<file path="src/hw/rtl/hnsf_pkg.sv">
// Shared types and constants for the HDLC NRZI bit-stuffing FCS transmitter.
package hnsf_pkg;

  localparam int unsigned StuffRun   = 5;
  localparam int unsigned MaxResults = 20;
  localparam int unsigned CntW       = $clog2(MaxResults + 1);

  localparam logic [15:0] CrcInit     = 16'hFFFF;
  localparam logic [15:0] CrcPolyRefl = 16'h8408;

  localparam logic [1:0] ModeFlag  = 2'd0;
  localparam logic [1:0] ModeData  = 2'd1;
  localparam logic [1:0] ModeClose = 2'd2;

  typedef struct packed {
    logic clear;
    logic feed;
    logic bit_val;
  } crc_ctrl_t;

endpackage

</file>
<file path="src/hw/rtl/hnsf_crc.sv">
// Serial reflected CRC-16 register, fed one bit per cycle while feed is set.
module hnsf_crc (
  input  logic              clk_i,
  input  logic              rst_ni,
  input  hnsf_pkg::crc_ctrl_t ctrl_i,
  output logic [15:0]       crc_o
);

  logic [15:0] crc_q, crc_d;
  logic        fb;

  always_comb begin
    fb    = crc_q[0] ^ ctrl_i.bit_val;
    crc_d = crc_q;
    if (ctrl_i.clear) begin
      crc_d = hnsf_pkg::CrcInit;
    end else if (ctrl_i.feed) begin
      crc_d = {1'b0, crc_q[15:1]} ^ (fb ? hnsf_pkg::CrcPolyRefl : 16'h0000);
    end
  end

  always_ff @(posedge clk_i or negedge rst_ni) begin
    if (!rst_ni) begin
      crc_q <= hnsf_pkg::CrcInit;
    end else begin
      crc_q <= crc_d;
    end
  end

  assign crc_o = crc_q;

endmodule

</file>
<file path="src/hw/rtl/hdlc_nrzi_stuff_fcs_tx.sv">
// Top level of the HDLC transmitter with bit stuffing, FCS and NRZI tone choice.
//
// Requests arrive on the input channel (in_valid_i, in_ready_o) with a mode
// and a byte: a flag byte goes out as is, a data byte is fed into the FCS and
// bit-stuffed, and a close-frame request sends the inverted FCS, stuffed, low
// bit first. Each bit period leaves on the output channel (out_valid_o,
// out_ready_i) as a tone choice, a stuffing mark and a last-bit mark.
// After acceptance the shift register is loaded; then the bit sequencer
// produces one bit period per cycle, while the receiver does not stall,
// through a single output register. A request yields one bit period per bit
// plus one per stuffing zero, and a request in the unused mode yields no
// result. The input is not ready while a request is in progress, and it
// becomes ready again at the same edge that loads the last period into the
// output register.
// When the receiver stalls, the output register holds its result and the
// sequencer waits. Reset clears the FCS register to all ones, the ones count
// to zero and the tone to low, and empties the output register.
module hdlc_nrzi_stuff_fcs_tx (
  input  logic       clk_i,
  input  logic       rst_ni,
  input  logic       in_valid_i,
  output logic       in_ready_o,
  input  logic [1:0] mode_i,
  input  logic [7:0] data_byte_i,
  output logic       out_valid_o,
  input  logic       out_ready_i,
  output logic       tone_high_o,
  output logic       stuffed_o,
  output logic       last_bit_o
);

  localparam logic StIdle = 1'b0;
  localparam logic StRun  = 1'b1;

  logic                      state_q, state_d;
  logic [1:0]                mode_q, mode_d;
  logic [15:0]               sr_q, sr_d;
  logic [4:0]                left_q, left_d;
  logic                      pend_q, pend_d;
  logic [hnsf_pkg::CntW-1:0] cnt_q, cnt_d;
  logic [2:0]                ones_q, ones_d;
  logic                      tone_q, tone_d;
  logic                      ov_q, ov_d;
  logic                      ot_q, ot_d, os_q, os_d, ol_q, ol_d;

  logic                      accept, step, bit_val, is_stuff, done, emit;
  logic [2:0]                ones_inc;
  logic [15:0]               crc;
  hnsf_pkg::crc_ctrl_t       crc_ctrl;

  hnsf_crc u_crc (
    .clk_i  (clk_i),
    .rst_ni (rst_ni),
    .ctrl_i (crc_ctrl),
    .crc_o  (crc)
  );

  assign in_ready_o = (state_q == StIdle);
  assign accept     = in_valid_i && in_ready_o;
  assign step       = (state_q == StRun) && (!ov_q || out_ready_i);
  assign emit       = (cnt_q != hnsf_pkg::CntW'(hnsf_pkg::MaxResults));
  assign ones_inc   = ones_q + 3'd1;

  always_comb begin
    state_d  = state_q;
    mode_d   = mode_q;
    sr_d     = sr_q;
    left_d   = left_q;
    pend_d   = pend_q;
    cnt_d    = cnt_q;
    ones_d   = ones_q;
    tone_d   = tone_q;
    ov_d     = ov_q && !out_ready_i;
    ot_d     = ot_q;
    os_d     = os_q;
    ol_d     = ol_q;
    bit_val  = 1'b0;
    is_stuff = 1'b0;
    done     = 1'b0;
    crc_ctrl = '{clear: 1'b0, feed: 1'b0, bit_val: 1'b0};

    if (accept) begin
      mode_d = mode_i;
      cnt_d  = '0;
      pend_d = 1'b0;
      case (mode_i)
        hnsf_pkg::ModeFlag, hnsf_pkg::ModeData: begin
          state_d = StRun;
          sr_d    = {8'h00, data_byte_i};
          left_d  = 5'd8;
        end
        hnsf_pkg::ModeClose: begin
          state_d = StRun;
          sr_d    = ~crc;
          left_d  = 5'd16;
        end
        default: begin
          state_d = StIdle;
        end
      endcase
    end else if (step) begin
      if (pend_q) begin
        bit_val  = 1'b0;
        is_stuff = 1'b1;
        pend_d   = 1'b0;
        ones_d   = '0;
      end else begin
        bit_val = sr_q[0];
        sr_d    = {1'b0, sr_q[15:1]};
        left_d  = left_q - 5'd1;
        if (mode_q != hnsf_pkg::ModeFlag) begin
          if (bit_val) begin
            ones_d = ones_inc;
            pend_d = (32'(ones_inc) >= hnsf_pkg::StuffRun);
          end else begin
            ones_d = '0;
          end
        end
        if (mode_q == hnsf_pkg::ModeData) begin
          crc_ctrl.feed    = 1'b1;
          crc_ctrl.bit_val = bit_val;
        end
      end
      tone_d = tone_q ^ ~bit_val;
      done   = (left_d == 5'd0) && !pend_d;
      if (emit) begin
        cnt_d = cnt_q + hnsf_pkg::CntW'(1);
        ov_d  = 1'b1;
        ot_d  = tone_d;
        os_d  = is_stuff;
        ol_d  = done || (cnt_q == hnsf_pkg::CntW'(hnsf_pkg::MaxResults - 1));
      end
      if (done) begin
        state_d = StIdle;
        if (mode_q == hnsf_pkg::ModeFlag) begin
          crc_ctrl.clear = 1'b1;
          ones_d         = '0;
        end
      end
    end
  end

  always_ff @(posedge clk_i or negedge rst_ni) begin
    if (!rst_ni) begin
      state_q <= StIdle;
      pend_q  <= 1'b0;
      cnt_q   <= '0;
      ones_q  <= '0;
      tone_q  <= 1'b0;
      ov_q    <= 1'b0;
    end else begin
      state_q <= state_d;
      pend_q  <= pend_d;
      cnt_q   <= cnt_d;
      ones_q  <= ones_d;
      tone_q  <= tone_d;
      ov_q    <= ov_d;
    end
  end

  always_ff @(posedge clk_i) begin
    mode_q <= mode_d;
    sr_q   <= sr_d;
    left_q <= left_d;
    ot_q   <= ot_d;
    os_q   <= os_d;
    ol_q   <= ol_d;
  end

  assign out_valid_o = ov_q;
  assign tone_high_o = ot_q;
  assign stuffed_o   = os_q;
  assign last_bit_o  = ol_q;

  a_stuff_not_flag: assert property (@(posedge clk_i) disable iff (!rst_ni)
    pend_q |-> (mode_q != hnsf_pkg::ModeFlag))
    else $error("stuffing pending during a flag byte");

  a_ones_bound: assert property (@(posedge clk_i) disable iff (!rst_ni)
    !pend_q |-> (32'(ones_q) < hnsf_pkg::StuffRun))
    else $error("ones run reached the stuffing limit without a stuff bit");

  a_cnt_bound: assert property (@(posedge clk_i) disable iff (!rst_ni)
    32'(cnt_q) <= hnsf_pkg::MaxResults)
    else $error("result count beyond its limit");

  a_stuff_toggles: assert property (@(posedge clk_i) disable iff (!rst_ni)
    (step && pend_q) |=> (tone_q != $past(tone_q)))
    else $error("stuffing zero did not toggle the tone");

endmodule

</file>
<file path="config.mk">
export PLATFORM = sky130hd
export DESIGN_NAME = hdlc_nrzi_stuff_fcs_tx
export DESIGN_NICKNAME = d
export VERILOG_FILES = /design/src/hw/rtl/hnsf_pkg.sv /design/src/hw/rtl/hnsf_crc.sv /design/src/hw/rtl/hdlc_nrzi_stuff_fcs_tx.sv
export SDC_FILE = /design/constraint.sdc
export NUM_CORES = 1
export LEC_CHECK = 0
export BUFFER_PORTS_ARGS = -buffer_cell sky130_fd_sc_hd__buf_4
export CAP_MARGIN = 25
export CELL_PAD_IN_SITES_DETAIL_PLACEMENT = 0
export CELL_PAD_IN_SITES_GLOBAL_PLACEMENT = 1
export CORE_AREA = 2 2 76 78
export DETAILED_ROUTE_END_ITERATION = 10
export DIE_AREA = 0 0 78 80
export MAX_ROUTING_LAYER = met4
export PLACE_DENSITY = 0.89
export SLEW_MARGIN = 20
export SYNTH_ARGS = -nofsm -noshare
export SYNTH_HDL_FRONTEND = slang
export SYNTH_SLANG_ARGS = --single-unit
</file>
<file path="constraint.sdc">
create_clock -name clk_i -period 7.17 [get_ports clk_i]
set_input_delay 0.717 -clock clk_i [delete_from_list [all_inputs] [get_ports clk_i]]
set_output_delay 0.717 -clock clk_i [all_outputs]
set_load 0.02 [all_outputs]
</file>
* Yosys cells after proc, flatten, opt, wreduce, memory -nomap -nowiden
Cells that the tools add are included.
Storage, ports and cells: input bits 14, word-level logic and storage cells 101, output and inout bits 5, bits in registers 54
Operators by class: reductions and logical operators 25, bitwise gates (word level) 7, $add $sub $neg 3, order comparisons 1, mux-type cells 45, equality and inequality tests 7
Operator list (number):
- 16-bit two-way mux | 6
- 5-bit two-way mux | 8
- 16-bit one-hot mux with 2 select lines | 1
- 3-bit two-way mux | 7
- 1-bit two-way mux | 20
- 16-bit NOT | 1
- 15-bit by 16-bit bitwise XOR with 16-bit output | 1
- 5-bit one-hot mux with 2 select lines | 1
- 2-bit nonzero test | 5
- 2-bit AND reduction | 4
- 3-bit AND reduction | 2
- 5-bit by 1-bit adder with 5-bit output (second input constant) | 1
- 5-bit equality test (second input constant) | 1
- 5-bit logical NOT | 1
- 5-bit inequality test (second input constant) | 1
- 5-bit by 1-bit subtractor with 5-bit output (second input constant) | 1
- 2-bit by 1-bit equality test with 1-bit output (second input constant) | 2
- 1-bit logical AND | 4
- 2-bit logical NOT | 2
- 2-bit two-way mux | 2
- 3-bit by 1-bit adder with 3-bit output (second input constant) | 1
- 3-bit >= comparator (second input constant) | 1
- 1-bit logical NOT | 3
- 3-bit by 1-bit inequality test with 1-bit output (second input constant) | 1
- 7 further kinds | 11

* Depth between registers and ports, before layout
depth after elaboration 17, depth in mapped cells 8, depth with buffers taken out 6

* By module
From an unflattened synthesis, not the netlist that was laid out.
Unflattened totals: cell total of the unflattened synthesis 247, area, all modules 2722.6 um^2
Modules (own cells, without submodules):
- hdlc_nrzi_stuff_fcs_tx | instances 1, cells an instance 191, sequential area each 1081.0 um^2, area each 1981.9 um^2
- hnsf_crc | instances 1, cells an instance 56, sequential area each 420.4 um^2, area each 740.7 um^2

* Least setup slack after synthesis
Ideal clock, no wire load.
path kind input -> register, start point input port out_ready_i, end point register sr_q[0] (enable), buffers on the path 1, stages 4, arrival time 2.405 ns, required time 6.759 ns, setup time 0.411 ns, path slack 4.354 ns, cells stage by stage nand2b_1 > clkbuf_1 > nand2_1 > o21ai_0
On the way: word-level cells in the longest chain between the ends 4
RTL lines:
- start, declared | line hdlc_nrzi_stuff_fcs_tx.sv:26 | input logic out_ready_i,
- 1-bit logical OR | line hdlc_nrzi_stuff_fcs_tx.sv:60 | assign step = (state_q == StRun) && (!ov_q || out_ready_i);
- 1-bit logical AND | line hdlc_nrzi_stuff_fcs_tx.sv:60
- 2-bit nonzero test (no source line)
- 3-bit AND reduction (no source line)
- end signal, assigned | line hdlc_nrzi_stuff_fcs_tx.sv:163 | sr_q <= sr_d;
- end, declared | line hdlc_nrzi_stuff_fcs_tx.sv:37 | logic [15:0] sr_q, sr_d;
Every way passes these cells. A chain may end at the register's enable or synchronous reset.

* Worst setup path in the final report
start point register state_q, end point register sr_q[14] (enable)
On the way: word-level cells in the longest chain between the ends 4, elaborated cells between the ends (all ways) 7, classes of those cells eq/ne (2); bitwise (1); reduce/logical (4)
RTL lines:
- start, declared | line hdlc_nrzi_stuff_fcs_tx.sv:35 | logic state_q, state_d;
- start signal, assigned | line hdlc_nrzi_stuff_fcs_tx.sv:145 | state_q <= StIdle;
- start signal, assigned | line hdlc_nrzi_stuff_fcs_tx.sv:152 | state_q <= state_d;
- 1-bit NOT | line hdlc_nrzi_stuff_fcs_tx.sv:58 | assign in_ready_o = (state_q == StIdle);
- 1-bit logical AND | line hdlc_nrzi_stuff_fcs_tx.sv:59 | assign accept = in_valid_i && in_ready_o;
- 3-bit by 1-bit inequality test with 1-bit output (no source line) (tied with other cells)
- 3-bit AND reduction (no source line) (*)
Every way passes the cells marked *; elsewhere a longest branch is shown, timed or not.

==> results.md <==
* CP Launch Point: state_q
* Crit-path max FO at 25
* Clock latency on the worst-skew pair at 0.30 ns
* Status: complete, no violations
* CP Data Arrival Time at ~2.6 ns
* Crit path max-delay family: buffers and inverters
* Power Total at 0.00125 W
* CTS Root Cell: clkbuf_8
* Syn nets at 277
* Synth Flop Type: edfxtp_1
* Pwr/cell area at 431 nW/µm²
* Final Max Tran Viols at 0
* Initial Util at 48.4%
* Crit. path cell count at 6
* Hold-fix buffers, CTS at 0
* Util after Layout at 53.7%
* Pre-CTS setup slack at 4.54 ns
* Most common cell after layout, fill and taps aside: nand2_1
* DP HPWL at ~3400 µm
* Worst r2r path cells at 6
* Critical Path Sink Type: register
* First-pass GRT wire length at between 8000 and 9000 µm
* CTS Buf Count at 5
* Max Cap Viol at 0
* Startpoint Class: register
* CP max-delay cell: inv_1
* Ant diodes at 0
* R2r endpoint: sr_q[14]
* Clock Sink Count at 54
* Synthesized instance count at 258
* Total wire length at a little under 5000 µm
* Yosys reg bits at 54
* Cell chain of the critical path: inv_1 > nand2_1 > inv_1 > nand2_1 > o21ai_1 > buf_4
* Placer congestion estimate at a little over 0.8
* I/O Pins at 19
* Die width at 78 µm
* Setup CP Type: reg2reg
* Worst Setup EP: sr_q[14]
* Setup TNS at 0 ns
* Post-synth EDFFs at 26
* Fin worst setup slack at between 4 and 5 ns
* Syn_area_per_cell at roughly 10 µm²
* CTS tree: done
* Final-stage net count at 291
* Post-synth ARST share at about half
* Cts repair resizes at 0
* Peak supply drop at 0.000291 V
* Clk_skew at 0.00735 ns
* Pre-Repair DR Iteration Count at 4
* Clock buffer depth at 2
* Die Span Y at 80 µm
* Vias in the first global route at roughly 1,700
* Yosys cell types at 39
* Seq/Total Area, Yosys at a little under three fifths
* Synth warn at 0
* Worst R2R Setup Slack at 4.58 ns
* Via/cell ratio at roughly 5.4
* DR WL/cell at between 10 and 15 µm
* Crit share post-route at 36.1%
* Clk slew on worst S/H paths at 0.09 ns
* Hold Crit Class: in2async
* Port bufs at 18
* Total global-route track usage at 18.0%
* Worst-Margin Slew at 0.828 ns
* Worst EP required at 7.17 ns
* Area Growth Syn to Fin at 10.8%
* Post-Syn Area at ~2600 µm²
* Setup-failing EPs final at 0
* Post-route ant nets at 0
* Fin crit period at 2.59 ns
* Maximum clock frequency at 0.387 GHz
* Setup bufs post-CTS at 0
* DRT iter0 DRCs at between 150 and 200
* Antenna violations before repair at 0
* Commonest cells after routing, fill and taps aside: 55 x nand2_1, 26 x edfxtp_1, 20 x nand3_1, 20 x buf_4, 19 x o21ai_0
* Core area at approximately 5400 µm²
* Unrepaired setup endpoints after global routing: false
* DRC Markers at 0
* Rows at 27
* Layout cells sized above 1 at 16.8%
* Htree depth at 2
* Die ar. at between 6000 and 7000 µm²
* Worst flop-to-flop path startpoint: state_q
* Via count at 1,862
* Worst Path Buf+Inv at 3
* Total grt overflow at 0
* Slew headroom at 44.5%
* Fillers at 490
* Pin count of the biggest net entering global routing at 29
* Biggest cell delay along the critical path at 0.55 ns
* Hold Violations, Final at 0
* Static Leak at about 1.2 nW
==> worst min-delay path by stage <==
stage,from,endpoint,slack [ns],depth (start not counted)
floorplan,rst_ni,cnt_q[0],0.42,0
global placement,u_crc.crc_o[7],u_crc.crc_o[6],0.48,2
detailed placement,tone_q,tone_q,0.48,1
CTS,rst_ni,cnt_q[3],0.33,1
global route,rst_ni,cnt_q[3],0.34,1
finish,rst_ni,state_q,0.32,1
==> logic make-up (layout without fill, tap and decap cells) <==
| kind of cell | after synthesis | in the layout | share of synthesized area [%] |
|---|---|---|---|
| simple gates | 119 | 119 | 21.9 |
| flops | 54 | 54 | 57.4 |
| compound gates | 43 | 43 | 9.27 |
| buf+inv | 22 | 37 | 3.97 |
| xor+xnor | 14 | 14 | 4.68 |
| fa+ha+maj | 5 | 5 | 2.39 |
| mux | 1 | 1 | 0.382 |
==> state kept, by name (all words and copies together) (netlist names) <==
signal,flops
cnt_q,5
last_bit_o,1
left_q,5
mode_q,2
ones_q,3
out_valid_o,1
pend_q,1
sr_q,16
state_q,1
stuffed_o,1
tone_high_o,1
tone_q,1
u_crc.crc_o,16
==> per-stage QoR <==
| step | hold WS [ns] | cells | instance area (µm²) |
|---|---|---|---|
| floorplan | 0.421 | 258 | 2620 |
| global placement | 0.480 | 337 | 2790 |
| detailed placement | 0.482 | 337 | 2790 |
| CTS | 0.328 | 345 | 2900 |
| global route | 0.340 | 345 | 2900 |
| finish | 0.320 | 345 | 2900 |
==> area by class of cell <==
cell class / instances / area [µm²] / share of cell area (%)
flip-flops and latches: 54 / 1500 / 51.8
inverters: 9 / 33.8 / 1.16
repair buffers: 20 / 150 / 5.18
clock buffers: 7 / 76.3 / 2.63
well taps: 72 / 90.1 / 3.11
clock inverters: 1 / 30.0 / 1.04
multi-input cells: 182 / 1020 / 35.1
==> layer usage <==
layer	track usage [%]	up-vias	wire length (µm)	share of wire, %
li1	-	925	-	-
met1	25.4	884	2390	48
met2	26.8	46	2260	46
met3	3.05	7	229	4.6
met4	5.79	0	69	1.4
met5	-	-	0	0
==> power breakdown <==
group / internal, W / leakage (nW) / total (W) / switching [W]
registers: 0.000537 / 0.567 / 0.000643 / 0.000106
logic: 0.000175 / 0.590 / 0.000411 / 0.000236
clock network: 0.000105 / 0.0524 / 0.000198 / 0.0000932
==> cells in the mapped netlist, types with 2 or more instances <==
cell      count  share of area (%)
a211oi_1      2               0.57
xor2_1        6                2.0
o211ai_1      2               0.57
a21oi_1      13                2.5
ha_1          5                2.4
a22oi_1       2               0.57
nand2_1      55                7.9
nor2b_1       4               0.96
nand3_1      20                3.8
nand4b_1      2               0.67
xnor2_1       8                2.7
buf_6         2               0.86
nor3_1        3               0.57
edfxtp_1     26                 30
clkbuf_1      7                1.0
dfrtp_1      12                 11
buf_2         2               0.38
nor4b_1       3                1.0
nor2_1       17                2.4
o21ai_0      20                3.8
nand2b_1      3               0.72
dfstp_2      16                 16
or3_1         2               0.48
nor4_1        3               0.72
inv_1         9                1.3
(Power assumes the default switching activity.)
